File: src/rtl/bb3_pkg.sv
package bb3_pkg;

    localparam int CH_W            = 8;
    localparam int PIX_W           = 3 * CH_W;
    localparam int CFG_W           = 11;
    localparam int CFG_IDX_W       = 2;
    localparam int MAX_WIDTH_DEF   = 1024;
    localparam int MAX_HEIGHT_DEF  = 1024;
    localparam int RESET_WIDTH     = 640;
    localparam int RESET_HEIGHT    = 480;
    localparam int QUEUE_DEPTH     = 4;

    // mean datapath: per-channel sum of up to nine pixels, then floor((2*sum+count)/(2*count))
    // as a multiply by a rounded-up reciprocal of 2*count
    localparam int SUM_W       = 12;
    localparam int CNT_W       = 4;
    localparam int N_W         = 13;
    localparam int RECIP_W     = 17;
    localparam int RECIP_SHIFT = 17;
    localparam int PROD_W      = N_W + RECIP_W;

    localparam logic [CFG_IDX_W-1:0] REG_WIDTH  = 2'd0;
    localparam logic [CFG_IDX_W-1:0] REG_HEIGHT = 2'd1;

    localparam logic CMD_PIXEL = 1'b0;

    typedef logic [PIX_W-1:0] pix_t;

    typedef struct packed {
        logic due;
        logic top;
        logic bottom;
        logic left;
        logic right;
        logic last;
    } flags_t;

    // one window column: row above, middle row, newest row
    typedef struct packed {
        pix_t up;
        pix_t mid;
        pix_t pix;
    } column_t;

    typedef struct packed {
        column_t col;
        flags_t  flags;
    } entry_t;

    function automatic logic [RECIP_W-1:0] recip(input logic [CNT_W-1:0] count);
        logic [RECIP_W-1:0] r;
        unique case (count)
            4'd1:    r = 17'd65536;
            4'd2:    r = 17'd32768;
            4'd3:    r = 17'd21846;
            4'd4:    r = 17'd16384;
            4'd6:    r = 17'd10923;
            4'd9:    r = 17'd7282;
            default: r = '0;
        endcase
        return r;
    endfunction

endpackage

File: src/rtl/bb3_out_if.sv
interface bb3_out_if;
    logic                      valid;
    logic                      ready;
    logic [bb3_pkg::CH_W-1:0]  out_red;
    logic [bb3_pkg::CH_W-1:0]  out_green;
    logic [bb3_pkg::CH_W-1:0]  out_blue;
    logic                      frame_end;

    modport source (output valid, out_red, out_green, out_blue, frame_end, input ready);
    modport sink   (input valid, out_red, out_green, out_blue, frame_end, output ready);
endinterface

File: src/rtl/bb3_back.sv
module bb3_back (
    input  logic            clk,
    input  logic            rst_n,
    input  logic            q_empty,
    input  bb3_pkg::entry_t q_entry,
    output logic            q_pop,
    bb3_out_if.source       out_ch
);

    localparam int CH  = bb3_pkg::CH_W;
    localparam int SUW = bb3_pkg::SUM_W;
    localparam int CNW = bb3_pkg::CNT_W;
    localparam int NW  = bb3_pkg::N_W;
    localparam int PRW = bb3_pkg::PROD_W;

    logic                en;
    bb3_pkg::column_t    win_reg [3];
    logic                s0_valid_reg;
    bb3_pkg::flags_t     s0_flags_reg;
    logic                s1_valid_reg;
    logic [SUW-1:0]      s1_sum_reg [3];
    logic [CNW-1:0]      s1_count_reg;
    logic                s1_last_reg;
    logic                s2_valid_reg;
    logic [PRW-1:0]      s2_prod_reg [3];
    logic                s2_last_reg;
    logic                out_valid_reg;
    logic [CH-1:0]       out_red_reg, out_green_reg, out_blue_reg;
    logic                out_last_reg;

    logic [SUW-1:0]      sum [3];
    logic [CNW-1:0]      count;
    logic [1:0]          n_cols, n_rows;
    logic [2:0]          col_en, row_en;
    logic [NW-1:0]       n_val [3];
    logic [PRW-1:0]      prod [3];
    bb3_pkg::pix_t       cellv;

    assign en    = !out_valid_reg || out_ch.ready;
    assign q_pop = en && !q_empty;

    // masked window sums, one per channel
    always_comb
    begin
        col_en = {s0_flags_reg.right, 1'b1, s0_flags_reg.left};
        row_en = {s0_flags_reg.bottom, 1'b1, s0_flags_reg.top};
        n_cols = 2'd1 + 2'(s0_flags_reg.left) + 2'(s0_flags_reg.right);
        n_rows = 2'd1 + 2'(s0_flags_reg.top) + 2'(s0_flags_reg.bottom);
        count  = CNW'(n_cols) * CNW'(n_rows);
        for (int ch = 0; ch < 3; ch++)
        begin
            sum[ch] = '0;
        end
        for (int c = 0; c < 3; c++)
        begin
            for (int r = 0; r < 3; r++)
            begin
                unique case (r)
                    0:       cellv = win_reg[c].up;
                    1:       cellv = win_reg[c].mid;
                    default: cellv = win_reg[c].pix;
                endcase
                if (col_en[c] && row_en[r])
                begin
                    for (int ch = 0; ch < 3; ch++)
                    begin
                        sum[ch] = sum[ch] + SUW'(cellv[(2 - ch) * CH +: CH]);
                    end
                end
            end
        end
    end

    always_comb
    begin
        for (int ch = 0; ch < 3; ch++)
        begin
            n_val[ch] = NW'({s1_sum_reg[ch], 1'b0}) + NW'(s1_count_reg);
            prod[ch]  = PRW'(n_val[ch]) * PRW'(bb3_pkg::recip(s1_count_reg));
        end
    end

    always_ff @(posedge clk or negedge rst_n)
    begin
        if (!rst_n)
        begin
            s0_valid_reg  <= 1'b0;
            s1_valid_reg  <= 1'b0;
            s2_valid_reg  <= 1'b0;
            out_valid_reg <= 1'b0;
        end
        else if (en)
        begin
            s0_valid_reg  <= q_pop && q_entry.flags.due;
            s1_valid_reg  <= s0_valid_reg;
            s2_valid_reg  <= s1_valid_reg;
            out_valid_reg <= s2_valid_reg;
        end
    end

    always_ff @(posedge clk)
    begin
        if (q_pop)
        begin
            win_reg[0]   <= win_reg[1];
            win_reg[1]   <= win_reg[2];
            win_reg[2]   <= q_entry.col;
            s0_flags_reg <= q_entry.flags;
        end
        if (en)
        begin
            for (int ch = 0; ch < 3; ch++)
            begin
                s1_sum_reg[ch]  <= sum[ch];
                s2_prod_reg[ch] <= prod[ch];
            end
            s1_count_reg  <= count;
            s1_last_reg   <= s0_flags_reg.last;
            s2_last_reg   <= s1_last_reg;
            out_red_reg   <= s2_prod_reg[0][bb3_pkg::RECIP_SHIFT +: CH];
            out_green_reg <= s2_prod_reg[1][bb3_pkg::RECIP_SHIFT +: CH];
            out_blue_reg  <= s2_prod_reg[2][bb3_pkg::RECIP_SHIFT +: CH];
            out_last_reg  <= s2_last_reg;
        end
    end

    assign out_ch.valid     = out_valid_reg;
    assign out_ch.out_red   = out_red_reg;
    assign out_ch.out_green = out_green_reg;
    assign out_ch.out_blue  = out_blue_reg;
    assign out_ch.frame_end = out_last_reg;

endmodule
File: src/flat_wrapper.sv
// flat-port wrapper written by rule: the top's interface ports become plain ports
module bb3_back_flat 
  (clk, rst_n, q_empty, q_entry, q_pop, out_ch_valid, out_ch_out_red, out_ch_out_green, out_ch_out_blue, out_ch_frame_end, out_ch_ready);
  bb3_out_if out_ch_i ();
  input  logic clk;
  input  logic rst_n;
  input  logic q_empty;
  input  bb3_pkg::entry_t q_entry;
  output logic q_pop;
  output wire logic [$bits(out_ch_i.valid)-1:0] out_ch_valid;
  output wire logic [$bits(out_ch_i.out_red)-1:0] out_ch_out_red;
  output wire logic [$bits(out_ch_i.out_green)-1:0] out_ch_out_green;
  output wire logic [$bits(out_ch_i.out_blue)-1:0] out_ch_out_blue;
  output wire logic [$bits(out_ch_i.frame_end)-1:0] out_ch_frame_end;
  input wire logic [$bits(out_ch_i.ready)-1:0] out_ch_ready;
  assign out_ch_valid = out_ch_i.valid;
  assign out_ch_out_red = out_ch_i.out_red;
  assign out_ch_out_green = out_ch_i.out_green;
  assign out_ch_out_blue = out_ch_i.out_blue;
  assign out_ch_frame_end = out_ch_i.frame_end;
  assign out_ch_i.ready = out_ch_ready;
  bb3_back u_core (.clk(clk), .rst_n(rst_n), .q_empty(q_empty), .q_entry(q_entry), .q_pop(q_pop), .out_ch(out_ch_i));
endmodule
File: config.mk
export PLATFORM = sky130hd
export DESIGN_NAME = bb3_back_flat
export DESIGN_NICKNAME = d
export VERILOG_FILES = /design/src/rtl/bb3_pkg.sv /design/src/rtl/bb3_out_if.sv /design/src/rtl/bb3_back.sv /design/src/flat_wrapper.sv
export SDC_FILE = /design/constraint.sdc
export NUM_CORES = 2
export LEC_CHECK = 0
export ABC_CLOCK_PERIOD_IN_PS = 16400
export BUFFER_PORTS_ARGS = -buffer_cell sky130_fd_sc_hd__buf_2
export CORE_UTILIZATION = 29
export DETAILED_ROUTE_END_ITERATION = 10
export PLACE_DENSITY = 0.44
export SYNTH_ARGS = -nofsm -noshare
export SYNTH_HDL_FRONTEND = slang
export SYNTH_SLANG_ARGS = --single-unit
File: constraint.sdc
create_clock -name clk -period 16.4 [get_ports clk]
set_input_delay 0.82 -clock clk [delete_from_list [all_inputs] [get_ports clk]]
set_output_delay 0.82 -clock clk [all_outputs]
set_load 0.03 [all_outputs]
==> summary.md <==
| Metric | Value |
|---|---|
| Status | complete, no violations |
| Vias in the first global route | 25,083 |
| Async S/R FF share, synth | 1.27% |
| Hold Path Depth | 1 |
| Max_cap viols | 0 |
| Slew @ Worst Pin | 0.963 ns |
| RSZ-0062 raised after global routing | no |
| Cell mode on critical path | o21ai_0 |
| DRC violations left | 0 |
| Reg-to-reg endpoint | u_core.s1_sum_reg[0][10] |
| Synth Register Bits | 316 |
| CP Capture Type | register |
| Critical path's top delay family | compound AO/OA/AOI/OAI gates |
| Initial antenna violation count | 7 |
| Vias per std cell | 4.58 |
| Sink Count | 316 |
| Routability cong. | 0.844 |
| Slew HR | 35.1% |
| Clock latency on the worst-skew pair | 0.60 ns |
| Initial drt markers | 1,377 |
| Final WL | 95.8 mm |
| Syn Inst Count | 3,551 |
| Post-layout net count | 4,556 |
| Layout area overhead | 11.3% |
| FMAX | 0.0948 GHz |
| Starting density of the core | 29.3% |
| HP Class | in2reg |
| Hold_sp | q_entry[31] |
| Crit-path max FO | 41 |
| Io pins | 109 |
| Syn. warnings | 0 |
| Final period util | 64.3% |
| Register area share after synthesis | 26.5% |
| Hold Path Sink | u_core.win_reg[0][169] |
| Reg2reg path depth | 49 |
| Final clock skew | 0.0277 ns |
| WP depth | 49 |
| Worst setup SP type | register |
| Reg2reg start | u_core.col_en[0] |
| Floorplan row count | 128 |
| Die area | 125,000 sq um |
| CTS tree | built |
| CTS root buffer | clkbuf_16 |
| Setup TNS | 0 ns |
| Largest stage delay, worst path | 0.72 ns |
| Final setup violation count | 0 |
| Drt first pass iters | 6 |
| Reg clk slew, reported paths | 0.06 ns |
| Syn_area_per_cell | 10.1 sq um |
| Worst endpoint required time | 16.73 ns |
| CTS buffer count | 43 |
| Die Wd | 353 um |
| N_diodes | 0 |
| EDFF count, synth | 312 |
| Post-route ant nets | 0 |
| Fin crit period | 10.55 ns |
| Total core area | 122,000 sq um |
| Vias post-DR | 24,436 |
| WL/cell | 18.0 um |
| GRT Residual Overflow | 0 |
| Share of cells above drive strength 1 | 6.98% |
| Cell area after synthesis | 35,700 sq um |
| Largest net degree at the start of global routing | 66 |
| WP data arrival | 10.88 ns |
| CP Class | reg2reg |
| Global-route wire length before repair | 149 mm |
| Resized cells post-CTS | 0 |
| Dpl hpwl | 77.8 mm |
| Commonest non-fill, non-tap cells in the layout | inv_1, fa_1, ha_1, nor2_1, edfxtp_1 |
| Core Util, Final | 32.6% |
| Slowest CP cell | edfxtp_1 |
| Worst Path Buf+Inv | 4 |
| Pins Over Slew Limit | 0 |
| Most common cell after layout, fill and taps aside | inv_1 |
| Die Span Y | 353 um |
| CTS max path bufs | 3 |
| Port buffer count | 108 |
| Final Hold Fails | 0 |
| Reg2Reg Setup Slack | 5.85 ns |
| H-Tree Depth | 2 |
| Post-synth top flop | edfxtp_1 |
| GRT Total Usage | 15.6% |
| Post-synth cell types | 83 |
| Largest register FFs | 216 |
layer usage:
layer / track usage (%) / vias to the layer above / share of wire (%)
met5: 0 / - / 0.030
met4: 4.66 / 4 / 2.9
met3: 1.81 / 114 / 3.9
met2: 26.0 / 462 / 47
met1: 21.1 / 11806 / 46
li1: - / 12050 / -
kinds of logic (layout without fill, tap and decap cells):
kind of cell,after synthesis,count (layout),synth area share [%]
AND/OR/NAND/NOR,865,865,11.1
multiplexers,43,43,1.29
flip-flops,316,316,26.5
other,2,12,0.0210
adder cells (fa/ha/maj),801,801,37.3
XOR/XNOR,223,223,5.64
AO/OA/AOI/OAI,612,612,10.9
buffers and inverters,689,838,7.25
Yosys cell counts, types with 42 or more instances:
cell type | instances | area share [%]
a21o_1 | 71 | 1.5
a21oi_1 | 173 | 2.4
and3_1 | 42 | 0.74
clkbuf_1 | 60 | 0.63
edfxtp_1 | 312 | 26
fa_1 | 441 | 25
ha_1 | 356 | 12
inv_1 | 619 | 6.5
nand2_1 | 244 | 2.6
nor2_1 | 325 | 3.4
nor2b_1 | 47 | 0.82
o21ai_0 | 154 | 2.2
xnor2_1 | 149 | 3.7
xor2_1 | 70 | 1.7
stage by stage:
step | hold slack, ns | worst slack [ns] | area, sq um | std cells
after floorplan | 0.400 | 1.95 | 35700 | 3561
after global placement | 0.401 | 6.13 | 38300 | 5256
after detailed placement | 0.405 | 5.98 | 38300 | 5256
after CTS | 0.340 | 5.91 | 39700 | 5335
after global routing | 0.359 | 4.87 | 39700 | 5335
final | 0.392 | 5.85 | 39700 | 5335
cell type report:
| cell class | instances | area, sq um |
|---|---|---|
| repair buffers | 139 | 776 |
| multi-input cells | 2556 | 23700 |
| inverters | 621 | 2330 |
| clock buffers | 51 | 1130 |
| fillers | 12673 | 82300 |
| well taps | 1625 | 2030 |
| flip-flops and latches | 316 | 9470 |
| clock inverters | 27 | 278 |
how the worst max path moves through the flow:
| stage | slack, ns | end | from |
|---|---|---|---|
| 2_1_floorplan | 1.95 | u_core.col_en[0] | out_ch_ready |
| 3_3_place_gp | 6.13 | u_core.s1_sum_reg[0][10] | u_core.col_en[0] |
| 3_5_place_dp | 5.98 | u_core.s1_sum_reg[0][10] | u_core.col_en[0] |
| 4_1_cts | 5.91 | u_core.s1_sum_reg[0][10] | u_core.col_en[0] |
| 5_1_grt | 4.87 | u_core.s1_sum_reg[0][10] | u_core.col_en[0] |
| 6_report | 5.85 | u_core.s1_sum_reg[0][10] | u_core.col_en[0] |
repair_timing:
| item | in CTS | in global routing |
|---|---|---|
| endpoints found under the hold margin | 4 | 0 |
| hold buffers | 1 | 0 |
| buffers inserted | 0 | 0 |
Power is not shown: default switching activity piles up to over one toggle a cycle in this logic, so the estimate is an artifact.
