--- src/rtl/bb3_fifo.sv ---
module bb3_fifo #(
    parameter int WIDTH = 8,
    parameter int DEPTH = 4
) (
    input  logic                       clk,
    input  logic                       rst_n,
    input  logic                       push,
    input  logic [WIDTH-1:0]           push_data,
    input  logic                       pop,
    output logic [WIDTH-1:0]           pop_data,
    output logic                       empty,
    output logic [$clog2(DEPTH+1)-1:0] count
);

    localparam int PW = (DEPTH > 1) ? $clog2(DEPTH) : 1;
    localparam int CW = $clog2(DEPTH + 1);

    logic [WIDTH-1:0] mem_reg [DEPTH];
    logic [PW-1:0]    wr_ptr_reg, wr_ptr_next;
    logic [PW-1:0]    rd_ptr_reg, rd_ptr_next;
    logic [CW-1:0]    count_reg, count_next;

    always_comb
    begin
        wr_ptr_next = wr_ptr_reg;
        rd_ptr_next = rd_ptr_reg;
        count_next  = count_reg;
        if (push)
        begin
            wr_ptr_next = (wr_ptr_reg == PW'(DEPTH - 1)) ? '0 : wr_ptr_reg + PW'(1);
        end
        if (pop)
        begin
            rd_ptr_next = (rd_ptr_reg == PW'(DEPTH - 1)) ? '0 : rd_ptr_reg + PW'(1);
        end
        if (push && !pop)
        begin
            count_next = count_reg + CW'(1);
        end
        else if (pop && !push)
        begin
            count_next = count_reg - CW'(1);
        end
    end

    always_ff @(posedge clk or negedge rst_n)
    begin
        if (!rst_n)
        begin
            wr_ptr_reg <= '0;
            rd_ptr_reg <= '0;
            count_reg  <= '0;
        end
        else
        begin
            wr_ptr_reg <= wr_ptr_next;
            rd_ptr_reg <= rd_ptr_next;
            count_reg  <= count_next;
        end
    end

    always_ff @(posedge clk)
    begin
        if (push)
        begin
            mem_reg[wr_ptr_reg] <= push_data;
        end
    end

    assign pop_data = mem_reg[rd_ptr_reg];
    assign empty    = (count_reg == '0);
    assign count    = count_reg;

endmodule

--- config.mk ---
export PLATFORM = sky130hd
export DESIGN_NAME = bb3_fifo
export DESIGN_NICKNAME = d
export VERILOG_FILES = /design/src/rtl/bb3_fifo.sv
export SDC_FILE = /design/constraint.sdc
export NUM_CORES = 1
export LEC_CHECK = 0
export BUFFER_PORTS_ARGS = -buffer_cell sky130_fd_sc_hd__clkbuf_2
export CORE_AREA = 4 4 97 76
export DETAILED_ROUTE_END_ITERATION = 8
export DIE_AREA = 0 0 101 80
export GPL_TIMING_DRIVEN = 1
export PLACE_DENSITY = 0.47
export SLEW_MARGIN = 20
export SYNTH_ARGS = -nofsm -noshare
export SYNTH_HDL_FRONTEND = slang
export SYNTH_SLANG_ARGS = --single-unit
--- constraint.sdc ---
create_clock -name clk -period 1.6 [get_ports clk]
set_input_delay 0.24 -clock clk [delete_from_list [all_inputs] [get_ports clk]]
set_output_delay 0.24 -clock clk [all_outputs]
set_load 0.01 [all_outputs]
==> reports/qor.txt, run 1 <==
status - finished with violations
failing checks - setup timing
Req. time, crit path - 1.36 ns
WP data arrival - 1.46 ns
Adder-Cell Fraction of Synth Area - 0.0608
fin crit period - 1.70 ns
critical path launch point type - flop
GR Overflow Total - 0
Synth Area in Compound Gates - 0.00641
final wirelength - 2.87 mm
worst-path cell chain - buf_12 > mux4_2 > clkbuf_2
worst min path class - in2reg
initial antenna violation count - 0
FP Rows - 25
post-synthesis mux area share - 0.137
Rel. slew slack - 0.825
largest family of logic cells by synthesized area - multiplexers
Crit Path Max Fanout - 9
Tot GR Track Use - 0.0814
number of synthesized flops with an enable pin - 32
die area - 0.00808 sq mm
post-route insts no fill - 196
Worst path max stage delay - 0.51 ns
clock share of power - 0.234
Max H-tree Level - 2
DR WL/cell - 14.6 um
Vias/cell - 4.01
Die Ht - 80 um
critical path class - reg2out
count of final setup violators - 8
Yosys cell types - 17
GPL Wtd Cong - 0.748
synthesized flop and latch total - 39
part of the power in registers - 0.448
RSZ-0062 raised after global routing - true
Clock Tree Buf Depth - 2
clk sinks - 39
Clock Latency Late Sink - 0.28 ns
Psw - 0.980 mW
dpl cells - 186
final worst slack - -0.104 ns
# port buffers - 23
WHS - 0.176 ns
CP Capture Type - output port
fmax - 587 MHz
Sw Ratio - 0.294
CTS Root Cell - clkbuf_8
fin. max-slew vios - 0
ANT cells - 0
Cell Int Power - 2.36 mW
Starting Density - 0.249
combinational group share of total power - 0.318
core area - 0.00629 sq mm
post-DP HPWL - 2.10 mm
Clock Pin Slew Worst Setup and Hold Paths - 0.07 ns
CTS tree - yes
most frequent cell after synthesis - edfxtp_1
Pwr Density - 1710 mW/mm^2
Post-Syn Area - 0.00156 sq mm
Yosys top cell by area - edfxtp_1
static leakage - 0.741 nW
drt pass-1 iters - 4
DR vias - 785
Layout Area Growth over Synthesis - 24.6%
Synth Instances - 78
Syn Area/Cell - 20.0 sq um
Slew @ Worst Pin - 0.262 ns
Final Hold Viols - 0
XOR/XNOR Fraction of Synth Area - 0.0168
drt drc - 0
post-route ant nets - 0
Ports - 24
simple-gate share of the synthesized area - 0.0296
Synth Flop Type - edfxtp_1
register area share after synthesis - 0.727
share of cells above drive strength 1 - 0.426
Syn Nets - 97
synth top area cells - edfxtp_1 61%, mux4_2 12%, dfrtp_1 11%, ha_1 4.8%, mux2_2 2.2%
Peak VDD IR - 546 uV
first-pass GRT wire length - 4.71 mm
R2R Setup Slk - 0.22 ns
Ys Warns - 0
CP max-delay cell - mux4_2
Max Cap Violations - 0
Iter 0 DRT Violations - 25
max FFs per register - 32
Tcrit/Tclk final - 1.07
top cells by count, synth - 32 x edfxtp_1, 8 x mux4_2, 7 x dfrtp_1, 6 x ha_1, 5 x inv_1
vias in the first global route - 881
die width - 101 um
share of the synthesized area in the top cell type - 0.615
Final Net Count - 133
pre-CTS setup slack - 0.0836 ns
largest net degree at the start of global routing - 13
Worst Skew - 0.00369 ns
asr flop ratio synth - 0.179
CTS Buf Count - 5
cell families (layout without fill, tap and decap cells):
family	Yosys count	count (layout)
AOI/OAI and AO/OA	2	2
xor gates and xnor gates	3	3
adders and majority gates	7	7
buffers and inverters	7	44
DFF	39	39
muxes	11	11
and+or+nand+nor	9	9
cell usage in the layout, fill, tap and decap left out, types with 2 or more instances in the layout:
cell / count
o21ai_0: 2
buf_4: 6
edfxtp_1: 32
ha_1: 6
dfrtp_1: 6
clkbuf_2: 23
inv_1: 5
clkbuf_8: 5
mux4_2: 8
mux2_2: 3
nor2_1: 2
xor2_1: 2
and2_1: 4
per-layer routing:
metal	vias to the layer above	share of wire	GRT usage
met5	-	0	0
met4	0	0.012	0.0279
met3	5	0.054	0.0349
met2	19	0.48	0.129
met1	392	0.46	0.0995
li1	369	-	-
layout make-up:
| type | instances | area, sq um |
|---|---|---|
| inverter | 5 | 18.8 |
| timing repair buffer | 31 | 190 |
| tap | 81 | 101 |
| fill | 623 | 4340 |
| clock inverter | 3 | 38.8 |
| clock buffer | 5 | 68.8 |
| sequential | 39 | 1140 |
| multi-input combinational | 32 | 392 |
timing repair:
item / CTS / global route
cloned: 0 / 0
hold buffers: 1 / 0
setup endpoints to repair: 8 / 8
gates resized for setup: 1 / 0
buffers inserted: 1 / 0
pin swaps: 0 / 0
hold endpoints to repair: 7 / 0
path summary, 6_finish.rpt:
| kind | start | end | cells after the start |
|---|---|---|---|
| setup / recovery | rd_ptr_reg[0] | pop_data[5] | 3 |
| max in group asynchronous | rst_n | rd_ptr_reg[1] | 2 |
| hold reg to reg | count[2] | count[2] | 1 |
| setup reg to reg | count[0] | count[2] | 4 |
| hold / removal | push_data[4] | mem_reg[3][4] | 1 |
| min in group asynchronous | rst_n | count[0] | 2 |
stage by stage:
stage | util | power, mW | TNS, ns | instance area, sq um
after floorplan | - | 2.14 | 0 | 1560
after global placement | 0.290 | 2.55 | 0 | 1820
after detailed placement | 0.290 | 2.61 | 0 | 1820
after CTS | 0.310 | 3.42 | -0.952 | 1950
after global routing | 0.310 | 3.59 | -1.40 | 1950
final | 0.310 | 3.34 | -0.719 | 1950
power groups by stage:
stage	sequential, mW	clock [mW]	combinational, mW
3_5_place_dp	1.53	0	1.09
6_report	1.50	0.780	1.06
2_1_floorplan	1.46	0	0.680
5_1_grt	1.53	0.865	1.19
4_1_cts	1.50	0.803	1.11
3_3_place_gp	1.51	0	1.04
worst max-delay path: cells and delay by family, from the launching register on:
| family | cells | cell delay [ns] |
|---|---|---|
| muxes | 1 | 0.51 |
| DFF | 1 | 0.37 |
| buffers and inverters | 2 | 0.30 |
Note: power is estimated with default switching activity, not from simulation.
==> inputs of run 2 (changes only) <==
==> constraint.sdc (replaced) <==
create_clock -name clk -period 1.9 [get_ports clk]
set_input_delay 0.285 -clock clk [delete_from_list [all_inputs] [get_ports clk]]
set_output_delay 0.285 -clock clk [all_outputs]
set_load 0.01 [all_outputs]
==> reports/qor.txt, run 2 (synthesized netlist as in run 1, its figures left out) <==
max FFs per register - 32 (unchanged)
worst r2r path cells - 3 (-1)
WP data arrival - 1.54 ns (+0.08 ns)
status - complete, no violations
Ports - 24 (unchanged)
CTS Root Cell - clkbuf_8
static leakage - 0.704 nW (-5.1%)
post-place instance area - 0.00176 sq mm (-3.2%)
FF-to-FF Start - wr_ptr_reg[0]
most common cell after layout, fill and taps aside - edfxtp_1
Psw - 0.828 mW (-16%)
CTS tree - yes
Iter 0 DRT Violations - 25 (unchanged)
Crit Path Max Fanout - 11 (+2)
share of cells above drive strength 1 - 0.398 (-0.0279)
core area - 0.00629 sq mm (unchanged)
Tot GR Track Use - 0.0802 (-0.00117)
count of final setup violators - 0 (-8)
clk sinks - 39 (unchanged)
Hold Path Origin - push_data[2]
Max H-tree Level - 2 (unchanged)
worst min path class - in2reg
Vias/cell - 4.02 (+0.27%)
CP startpoint - rd_ptr_reg[0]
post-DP HPWL - 2.03 mm (-3.6%)
drt pass-1 iters - 2 (-2)
CP Capture Type - output port
CP Capture Point - pop_data[5]
Layout Utilization - 0.300 (-0.00915)
DR WL/cell - 15.3 um (+4.3%)
critical path class - reg2out
Tcrit/Tclk final - 0.962
Peak VDD IR - 660 uV (+21%)
Clock Latency Late Sink - 0.29 ns (about the same)
largest net degree at the start of global routing - 14 (+1)
Die Ht - 80 um (unchanged)
fin. max-slew vios - 0 (unchanged)
RSZ-0062 raised after global routing - true
Final Net Count - 126 (-5.3%)
fin crit period - 1.83 ns
GR Overflow Total - 0 (unchanged)
die area - 0.00808 sq mm (unchanged)
vias in the first global route - 849 (-3.6%)
Clock Pin Slew Worst Setup and Hold Paths - 0.08 ns (about the same)
CTS Buf Count - 5 (unchanged)
Worst Skew - 0.0113 ns (+0.00765 ns)
Cell Int Power - 1.91 mW (-19%)
drt drc - 0 (unchanged)
GPL Wtd Cong - 0.625 (-16%)
Max Cap Violations - 0 (unchanged)
combinational group share of total power - 0.268 (-0.050)
Pwr Density - 1450 mW/mm^2 (-15%)
die width - 101 um (unchanged)
fmax - 547 MHz
first-pass GRT wire length - 4.57 mm (-2.9%)
R2R Setup Slk - 0.45 ns (+0.23 ns)
Final Instance Area - 0.00189 sq mm (-3.0%)
Final Hold Viols - 0 (unchanged)
reg2reg end - mem_reg[2][3]
# port buffers - 23 (unchanged)
Req. time, crit path - 1.62 ns (+0.26 ns)
Rel. slew slack - 0.650 (-0.175)
Layout Area Growth over Synthesis - 20.9%
part of the power in registers - 0.484 (+0.036)
Clock Tree Buf Depth - 2 (unchanged)
Slew @ Worst Pin - 0.525 ns (+0.263 ns)
Starting Density - 0.249 (unchanged)
final wirelength - 2.88 mm (+0.59%)
initial antenna violation count - 0 (unchanged)
post-route ant nets - 0 (unchanged)
most frequent cells in the layout - 32 x edfxtp_1, 23 x clkbuf_2, 8 x mux4_2, 6 x ha_1, 6 x dfrtp_1
critical path launch point type - flop
FP Rows - 25 (unchanged)
clock share of power - 0.248 (+0.014)
ANT cells - 0 (unchanged)
DR vias - 759 (-3.3%)
Sw Ratio - 0.302 (+0.00841)
[run 2: cell types whose count changed in the layout (fill, tap and decap cells not counted)]
cell	change
buf_12	-1
dfrtp_2	-1
clkinv_4	+1
buf_4	-6
dfrtp_4	+1
clkinv_1	-1
[run 2: power groups by stage]
stage	sequential, mW	clock, mW	combinational (mW)
4_1_cts	1.33	0.701	0.761
2_1_floorplan	1.23	0	0.573
6_report	1.33	0.680	0.735
3_5_place_dp	1.34	0	0.756
5_1_grt	1.36	0.741	0.818
3_3_place_gp	1.32	0	0.728
[run 2: final cells by class]
class	count	area [sq um]
clock buffer	5	68.8
timing repair buffer	24	125
sequential	39	1140
fill	619	4400
tap	81	101
clock inverter	3	43.8
multi-input combinational	32	392
inverter	5	18.8
[run 2: routing by layer]
metal  GRT usage  vias up  routed length, um
met2       0.124       17               1370
li1            -      353                  -
met3      0.0314        4                170
met5           0        -                  0
met4      0.0359        0                 48
met1      0.0987      385               1300
[run 2: worst max-delay path: stages, from the launching register on]
cell	delay, ns
dfrtp_4	0.56
mux4_2	0.55
clkbuf_2	0.14
[run 2: worst min path at each step]
stage / endpoint / slack, ns / depth (start not counted)
4_1_cts: mem_reg[2][4] / 0.20 / 1
6_report: mem_reg[1][2] / 0.21 / 1
3_5_place_dp: count[1] / 0.14 / 1
3_3_place_gp: count[2] / 0.14 / 1
2_1_floorplan: count[0] / -0.01 / 0
5_1_grt: mem_reg[2][4] / 0.21 / 1
[run 2: timing repair]
action	in CTS	in global routing
hold endpoints to repair	7	0
endpoints found under the setup margin	8	1
resized for setup	2	0
buffers inserted	0	0
hold buffers	1	0
[run 2: metrics by stage]
step                       TNS, ns  instances  total power [mW]  hold slack, ns  setup WS [ns]
final                            0        189              2.74           0.208         0.0731
after global routing      -0.00536        189              2.92           0.206       -0.00536
after CTS                        0        189              2.79           0.199         0.0388
after detailed placement         0        180              2.10           0.141          0.101
after global placement           0        180              2.05           0.137          0.126
after floorplan                  0         78              1.80         -0.0106          0.550
==> inputs of run 3 (changes only) <==
--- a/config.mk
+++ b/config.mk
@@ -6,11 +6,11 @@
 export NUM_CORES = 1
 export LEC_CHECK = 0
 export BUFFER_PORTS_ARGS = -buffer_cell sky130_fd_sc_hd__clkbuf_2
-export CORE_AREA = 4 4 97 76
+export CORE_AREA = 4 4 85 87
 export DETAILED_ROUTE_END_ITERATION = 8
-export DIE_AREA = 0 0 101 80
+export DIE_AREA = 0 0 89 91
 export GPL_TIMING_DRIVEN = 1
-export PLACE_DENSITY = 0.47
+export PLACE_DENSITY = 0.46
 export SLEW_MARGIN = 20
 export SYNTH_ARGS = -nofsm -noshare
 export SYNTH_HDL_FRONTEND = slang
==> reports/qor.txt, run 3 (synthesized netlist as in run 1, its figures left out) <==
Clock Latency Late Sink - 0.28 ns (about the same)
Clock Pin Slew Worst Setup and Hold Paths - 0.07 ns (about the same)
final worst slack - 0.105 ns (+0.0323 ns)
count of final setup violators - 0 (unchanged)
initial antenna violation count - 0 (unchanged)
Iter 0 DRT Violations - 20 (-20%)
DR WL/cell - 14.1 um (-7.5%)
post-DP HPWL - 1.86 mm (-8.1%)
Starting Density - 0.246 (-0.00245)
Tcrit/Tclk final - 0.945 (-0.0170)
RSZ-0062 raised after global routing - false
first-pass GRT wire length - 4.25 mm (-6.9%)
Tot GR Track Use - 0.0730 (-0.00722)
fmax - 557 MHz (+1.8%)
Worst Skew - 0.00288 ns (-0.00847 ns)
Vias/cell - 4.09 (+1.7%)
Hold Path Depth - 1 (unchanged)
most common cell after layout, fill and taps aside - edfxtp_1
Peak VDD IR - 594 uV (-10%)
Max Cap Violations - 0 (unchanged)
Die Ht - 91 um (+14%)
FF-to-FF Start - wr_ptr_reg[0]
critical path launch point type - flop
clk sinks - 39 (unchanged)
GR Overflow Total - 0 (unchanged)
R2R Setup Slk - 0.45 ns (about the same)
Layout Area Growth over Synthesis - 22.6%
# port buffers - 23 (unchanged)
Max H-tree Level - 2 (unchanged)
fin. max-slew vios - 0 (unchanged)
Crit Path Max Fanout - 9 (-2)
FP Rows - 29 (+16%)
Hold Path Origin - push_data[2]
GPL Wtd Cong - 0.615 (-1.7%)
drt pass-1 iters - 4 (+2)
worst r2r path cells - 3 (unchanged)
share of cells above drive strength 1 - 0.404 (+0.00552)
critical path class - reg2out
Rel. slew slack - 0.689 (+0.0395)
Ports - 24 (unchanged)
WP data arrival - 1.51 ns (-0.03 ns)
vias in the first global route - 873 (+2.8%)
CP Capture Type - output port
Pwr Density - 1500 mW/mm^2 (+3.4%)
die width - 89 um (-12%)
pre-CTS setup slack - 0.148 ns (+0.0465 ns)
drt drc - 0 (unchanged)
static leakage - 0.715 nW (+1.6%)
worst min path class - in2reg
reg2reg end - mem_reg[0][5]
number of fill cells - 600 (-3.1%)
storage element area - 0.00114 sq mm (unchanged)
post-route ant nets - 0 (unchanged)
setup_tns - 0 ns (unchanged)
Final Hold Viols - 0 (unchanged)
Req. time, crit path - 1.62 ns (about the same)
core area - 0.00635 sq mm (+1.0%)
largest net degree at the start of global routing - 14 (unchanged)
most frequent cells in the layout - 32 x edfxtp_1, 23 x clkbuf_2, 8 x mux4_2, 6 x ha_1, 6 x dfrtp_1
die area - 0.00810 sq mm (+0.24%)
CTS tree - yes
Final Net Count - 127 (+0.79%)
Slew @ Worst Pin - 0.466 ns (-0.0593 ns)
DR vias - 760 (+0.13%)
final wirelength - 2.63 mm (-9.0%)
status - complete, no violations
CTS Buf Count - 5 (unchanged)
Clock Tree Buf Depth - 2 (unchanged)
Multi-input gate area - 392 sq um (unchanged)
Endpoint, Worst Hold - mem_reg[1][2]
ANT cells - 0 (unchanged)
CTS Root Cell - clkbuf_8
max FFs per register - 32 (unchanged)
fin crit period - 1.79 ns (-0.0323 ns)
-- run 3: cell type report --
class                           instances  share of cell area
Inverter                                5             0.00980
Tap cell                               77              0.0503
Timing Repair Buffer                   25              0.0692
Clock inverter                          3              0.0353
Sequential cell                        39               0.595
Multi-Input combinational cell         32               0.204
Clock buffer                            5              0.0359
-- run 3: worst max-delay path by stage --
stage | from | end | slack (ns) | depth (start not counted)
5_1_grt | rd_ptr_reg[0] | pop_data[1] | 0.03 | 2
6_report | rd_ptr_reg[0] | pop_data[1] | 0.11 | 2
4_1_cts | rd_ptr_reg[0] | pop_data[1] | 0.02 | 2
2_1_floorplan | pop | count[2] | 0.55 | 7
3_5_place_dp | rd_ptr_reg[0] | pop_data[1] | 0.15 | 2
3_3_place_gp | rd_ptr_reg[0] | pop_data[1] | 0.16 | 2
-- run 3: what timing repair did --
action                                 4_1_cts  5_1_grt
hold buffers                                 1        0
endpoints found under the hold margin        7        0
buffers inserted                             0        0
gates resized for setup                      1        1
setup endpoints to repair                    8        8
-- run 3: stage by stage --
| step | area, sq um | power, mW | instances | hold WS [ns] | util |
|---|---|---|---|---|---|
| 6_report | 1920 | 2.87 | 186 | 0.209 | 0.302 |
| 5_1_grt | 1920 | 3.07 | 186 | 0.197 | 0.302 |
| 4_1_cts | 1910 | 2.93 | 186 | 0.200 | 0.301 |
| 3_5_place_dp | 1770 | 2.11 | 177 | 0.128 | 0.278 |
| 3_3_place_gp | 1770 | 2.06 | 177 | 0.132 | 0.278 |
| 2_1_floorplan | 1560 | 1.80 | 78 | -0.0106 | - |
-- run 3: power breakdown --
part / switching, mW / total, mW / internal, mW
clock network: 0.277 / 0.800 / 0.523
registers: 0.179 / 1.31 / 1.13
logic: 0.356 / 0.761 / 0.406
-- run 3: critical path, cell delays in order, from the launching register on --
cell      delay, ns
dfrtp_4        0.54
mux4_2         0.53
clkbuf_2       0.15
-- run 3: per-layer routing --
| metal | wire (um) | global-route usage | vias to the layer above |
|---|---|---|---|
| li1 | - | - | 354 |
| met1 | 980 | 0.0751 | 384 |
| met2 | 1440 | 0.124 | 17 |
| met3 | 138 | 0.0290 | 5 |
| met4 | 69 | 0.0409 | 0 |
| met5 | 0 | 0 | - |
